### src/hw/rtl/ttt_pkg.sv
// shared types and constants of the transmit timestamp tracking table
`default_nettype none
package ttt_pkg;

    localparam int ID_BITS_DEF = 10;
    localparam int HANDLE_W    = 32;
    localparam int STAMP_W     = 64;
    localparam int COUNT_W     = 16;
    localparam int CFG_IDX_W   = 1;
    localparam int CFG_DATA_W  = 16;

    localparam logic [31:0]          NONE_MARK     = 32'heeeeeeee;
    localparam logic [COUNT_W-1:0]   THRESHOLD_RST = 16'd256;

    typedef enum logic [2:0] {
        ST_ADDED    = 3'd0,
        ST_OVERRUN  = 3'd1,
        ST_DONE     = 3'd2,
        ST_NO_ENTRY = 3'd3,
        ST_BAD_ID   = 3'd4,
        ST_DISABLED = 3'd5
    } status_t;

    typedef enum logic {
        REQ_ADD  = 1'b0,
        REQ_DONE = 1'b1
    } req_type_t;

    typedef enum logic [CFG_IDX_W-1:0] {
        CFG_ENABLE    = 1'b0,
        CFG_THRESHOLD = 1'b1
    } cfg_index_t;

    typedef enum logic [1:0] {
        S_CLEAR,
        S_IDLE,
        S_READ
    } state_t;

endpackage
`default_nettype wire

### src/hw/rtl/ttt_stamp.sv
// timestamp extension to 64 bits and clock offset
`default_nettype none
module ttt_stamp import ttt_pkg::*; (
    input  wire logic               clk,
    input  wire logic               load,
    input  wire logic [31:0]        hw_stamp,
    input  wire logic [STAMP_W-1:0] free_clock,
    input  wire logic [STAMP_W-1:0] controlled_clock,
    output logic      [STAMP_W-1:0] bridge_stamp,
    output logic      [STAMP_W-1:0] controlled_stamp
);

    logic [STAMP_W-1:0] ext_reg;
    logic [STAMP_W-1:0] ext_next;
    logic [STAMP_W-1:0] offset_reg;
    logic [STAMP_W-1:0] offset_next;
    logic               wrap;
    logic [31:0]        high_word;

    // low word behind the stamp means one wrap since transmission
    always_comb
    begin
        wrap        = free_clock[31:0] < hw_stamp;
        high_word   = free_clock[63:32] - {31'd0, wrap};
        ext_next    = {high_word, hw_stamp};
        offset_next = controlled_clock - free_clock;
    end

    always_ff @(posedge clk)
    begin
        if (load)
        begin
            ext_reg    <= ext_next;
            offset_reg <= offset_next;
        end
    end

    assign bridge_stamp     = ext_reg;
    assign controlled_stamp = ext_reg + offset_reg;

endmodule
`default_nettype wire

### config.mk
export PLATFORM = sky130hd
export DESIGN_NAME = ttt_stamp
export DESIGN_NICKNAME = d
export VERILOG_FILES = /design/src/hw/rtl/ttt_pkg.sv /design/src/hw/rtl/ttt_stamp.sv
export SDC_FILE = /design/constraint.sdc
export NUM_CORES = 1
export LEC_CHECK = 0
export ABC_AREA = 1
export BUFFER_PORTS_ARGS = -buffer_cell sky130_fd_sc_hd__buf_2
export CELL_PAD_IN_SITES_DETAIL_PLACEMENT = 1
export CELL_PAD_IN_SITES_GLOBAL_PLACEMENT = 1
export CORE_MARGIN = 10
export CORE_UTILIZATION = 30
export CTS_BUF_LIST = sky130_fd_sc_hd__clkbuf_8
export CTS_CLUSTER_SIZE = 8
export DETAILED_ROUTE_END_ITERATION = 10
export GPL_TIMING_DRIVEN = 0
export MAX_ROUTING_LAYER = met4
export PLACE_DENSITY = 0.71
export SETUP_SLACK_MARGIN = 0.1
export SLEW_MARGIN = 15
export SYNTH_ARGS = -nofsm -noshare
export SYNTH_HDL_FRONTEND = slang
export SYNTH_SLANG_ARGS = --single-unit
### constraint.sdc
create_clock -name clk -period 3.8 [get_ports clk]
set_input_delay 1.14 -clock clk [delete_from_list [all_inputs] [get_ports clk]]
set_output_delay 1.14 -clock clk [all_outputs]
set_load 0.05 [all_outputs]
==> flow_metrics.env <==
export IMPL_yosysWarnings=0
export IMPL_detail_route_wl_per_cell_microns=19.0
export IMPL_final_hold_viol_count=0
export IMPL_dr_pass1_iters=5
export IMPL_hp_start="hw_stamp[2]"
export IMPL_worstPathMaxFanout=4
export IMPL_cts_tree="yes"
export IMPL_portBuffers=289
export IMPL_dp_slack_ps=-871
export IMPL_drv_slew=0
export IMPL_p_leak_uw=0.0132
export IMPL_synth_top_family_by_area="simple AND/OR/NAND/NOR gates"
export IMPL_fmax_mhz=267
export IMPL_synth_distinct_cells=29
export IMPL_fin_ws_ps=53.4
export IMPL_synthSimpleGateAreaFrac_pct=41.2
export IMPL_grt_max_degree=78
export IMPL_synth_seq_cells=128
export IMPL_synth_xor_area_share_pct=4.72
export IMPL_netlist_area_sq_mm=0.0173
export IMPL_synthMuxAreaShare_pct=0
export IMPL_io_pins=290
export IMPL_yosys_most_used_dff="edfxtp_1"
export IMPL_powerDensity_mw_per_mm2=424
export IMPL_area_sequential_sq_mm=0.00384
export IMPL_drtIter0Drc=774
export IMPL_cts_num_sinks=128
export IMPL_final_net_count=3768
export IMPL_ctsHtreeMaxLevel=4
export IMPL_syn_inst=3031
export IMPL_synth_compound_area_share_pct=3.53
export IMPL_fin_crit_sh_pct=98.6
export IMPL_end_kind="primary output"
export IMPL_nFillCells=7565
export IMPL_arrival_ps=2610
export IMPL_hold_buffers=0
export IMPL_final_common_cell="nand2_1"
export IMPL_drtAntennaViolNets=0
export IMPL_synth_edf_count=128
export IMPL_grt_remaining_overflow=0
export IMPL_area_growth_syn_to_layout_pct=34.8
export IMPL_std_cell_rows=87
export IMPL_power_uw=9850
export IMPL_start_util_pct=30.4
export IMPL_tightest_slew_ps=740
export IMPL_die_h_microns=260
export IMPL_gp_congestion=0.959
export IMPL_die_area_sq_mm=0.0675
export IMPL_synthArstFlopShare_pct=0
export IMPL_cts_root_buf="clkbuf_8"
export IMPL_cp_startpoint="bridge_stamp[24]"
export IMPL_synth_area_per_cell_sq_um=5.69
export IMPL_hold_path_class="in -> reg"
export IMPL_fp_dieW_microns=260
export IMPL_coreArea_sq_mm=0.0567
export IMPL_worstPathRequired_ps=2660
export IMPL_route_detailed_drc=0
export IMPL_critPathKind="reg -> out"
export IMPL_grt_usage_pct=23.0
export IMPL_final_cell_mix="1139 x nand2_1, 747 x inv_1, 237 x buf_2"
export IMPL_drt_total_wl_microns=80200
export IMPL_multiInputGateArea_sq_mm=0.0125
export IMPL_clock_path_buffers=2
export IMPL_hpwlAfterDp_microns=68500
export IMPL_synth_nets=3354
export IMPL_setup_violations_final=0
export IMPL_ys_seq_area_share_pct=22.3
export IMPL_drive_gt1_share_pct=22.9
export IMPL_vdd_drop_max_uv=381
export IMPL_grt_pass1_wl_microns=115000
export IMPL_clkSlewWorstSetupHoldPaths_ps=80
export IMPL_maxCapViolations=0
export IMPL_fin_crit_ps=3750
export IMPL_antenna_found_initial=9
export IMPL_whs_ps=894
export IMPL_cp_start_kind="flop"
export IMPL_vias_per_cell=4.64
export IMPL_relSlewSlack_pct=50.7
export IMPL_cts_buffers=17
export IMPL_grt_pass1_vias=20161
export IMPL_vias=19584
export IMPL_outcome="completed"
export IMPL_rsz0062_at_grt="true"
export IMPL_synthAdderAreaFrac_pct=11.8
[critical path, cell delays in order (launching register included)]
cell	delay, ps
edfxtp_1	490
ha_4	300
buf_4	140
nand2_1	70
nand2_2	70
inv_1	60
nand2_1	70
nand2_1	110
nand2_2	110
a21oi_2	190
nand2_4	120
nand2_1	100
nand2_1	50
nand2_1	70
nand2_2	70
buf_8	150
[cell type report]
cell class | count | share of cell area [%]
plain buffers | 1 | 0.0215
flip-flops and latches | 128 | 16.5
diodes | 6 | 0.0645
clock inverters | 14 | 0.818
repair buffers | 395 | 11.3
multi-input cells | 2142 | 53.9
clock buffers | 17 | 1.01
inverters | 760 | 12.3
well taps | 756 | 4.07
[worst paths after layout]
path / depth (start not counted) / slack (ps) / end
max: 15 / 50 / controlled_stamp[45]
min: 1 / 890 / bridge_stamp[2]
[where the power goes]
| group | switching [uW] | leakage [uW] | total [uW] | internal [uW] |
|---|---|---|---|---|
| Combinational | 4450 | 0.0117 | 6640 | 2190 |
| Clock | 551 | 0.000217 | 1260 | 712 |
| Sequential | 175 | 0.00125 | 1950 | 1780 |
| Total | 5170 | 0.0132 | 9850 | 4680 |
[cell usage after synthesis, types with 2 or more instances]
cell | number | area (sq um)
nand2_2 | 8 | 50.1
fa_1 | 2 | 40.0
o21bai_1 | 6 | 45.0
xnor2_1 | 4 | 35.0
ha_1 | 159 | 1990
nand3_1 | 127 | 636
inv_1 | 760 | 2850
edfxtp_1 | 128 | 3840
nor4_1 | 8 | 50.1
nor2_4 | 4 | 45.0
or2_2 | 2 | 12.5
o21ai_0 | 11 | 55.1
nand2_1 | 1273 | 4780
xor2_1 | 89 | 780
nor3_2 | 5 | 50.1
nor3_1 | 31 | 155
nand4_1 | 35 | 219
nor2_1 | 263 | 987
a21oi_1 | 99 | 495
nor2_2 | 8 | 50.1
[through the flow]
step	util (%)	cell area, sq um	cells	TNS (ps)
6_report	41.0	23300	4219	0
4_1_cts	38.5	21800	4166	0
2_1_floorplan	-	17300	3031	0
3_5_place_dp	34.8	19800	4077	-13150
3_3_place_gp	34.8	19700	4076	-12660
5_1_grt	41.0	23300	4217	-635
[repair_timing]
item | 4_1_cts | 5_1_grt
pin swaps | 44 | 74
setup endpoints to repair | 71 | 59
setup buffers | 58 | 47
gates resized for setup | 273 | 278
[layer usage]
metal | global-route usage, % | vias up | share of wire (%)
met5 | - | - | 0
met4 | 5.78 | 0 | 2.6
met3 | 1.59 | 92 | 2.9
met2 | 39.8 | 347 | 50
met1 | 28.5 | 9253 | 45
li1 | - | 9892 | -
[cells by family after synthesis]
logic type	Yosys count
flops	128
simple gates	1770
compound gates	118
fa+ha+maj	161
buf+inv	761
xor+xnor	93
Note: power is estimated with default switching activity, not from simulation.
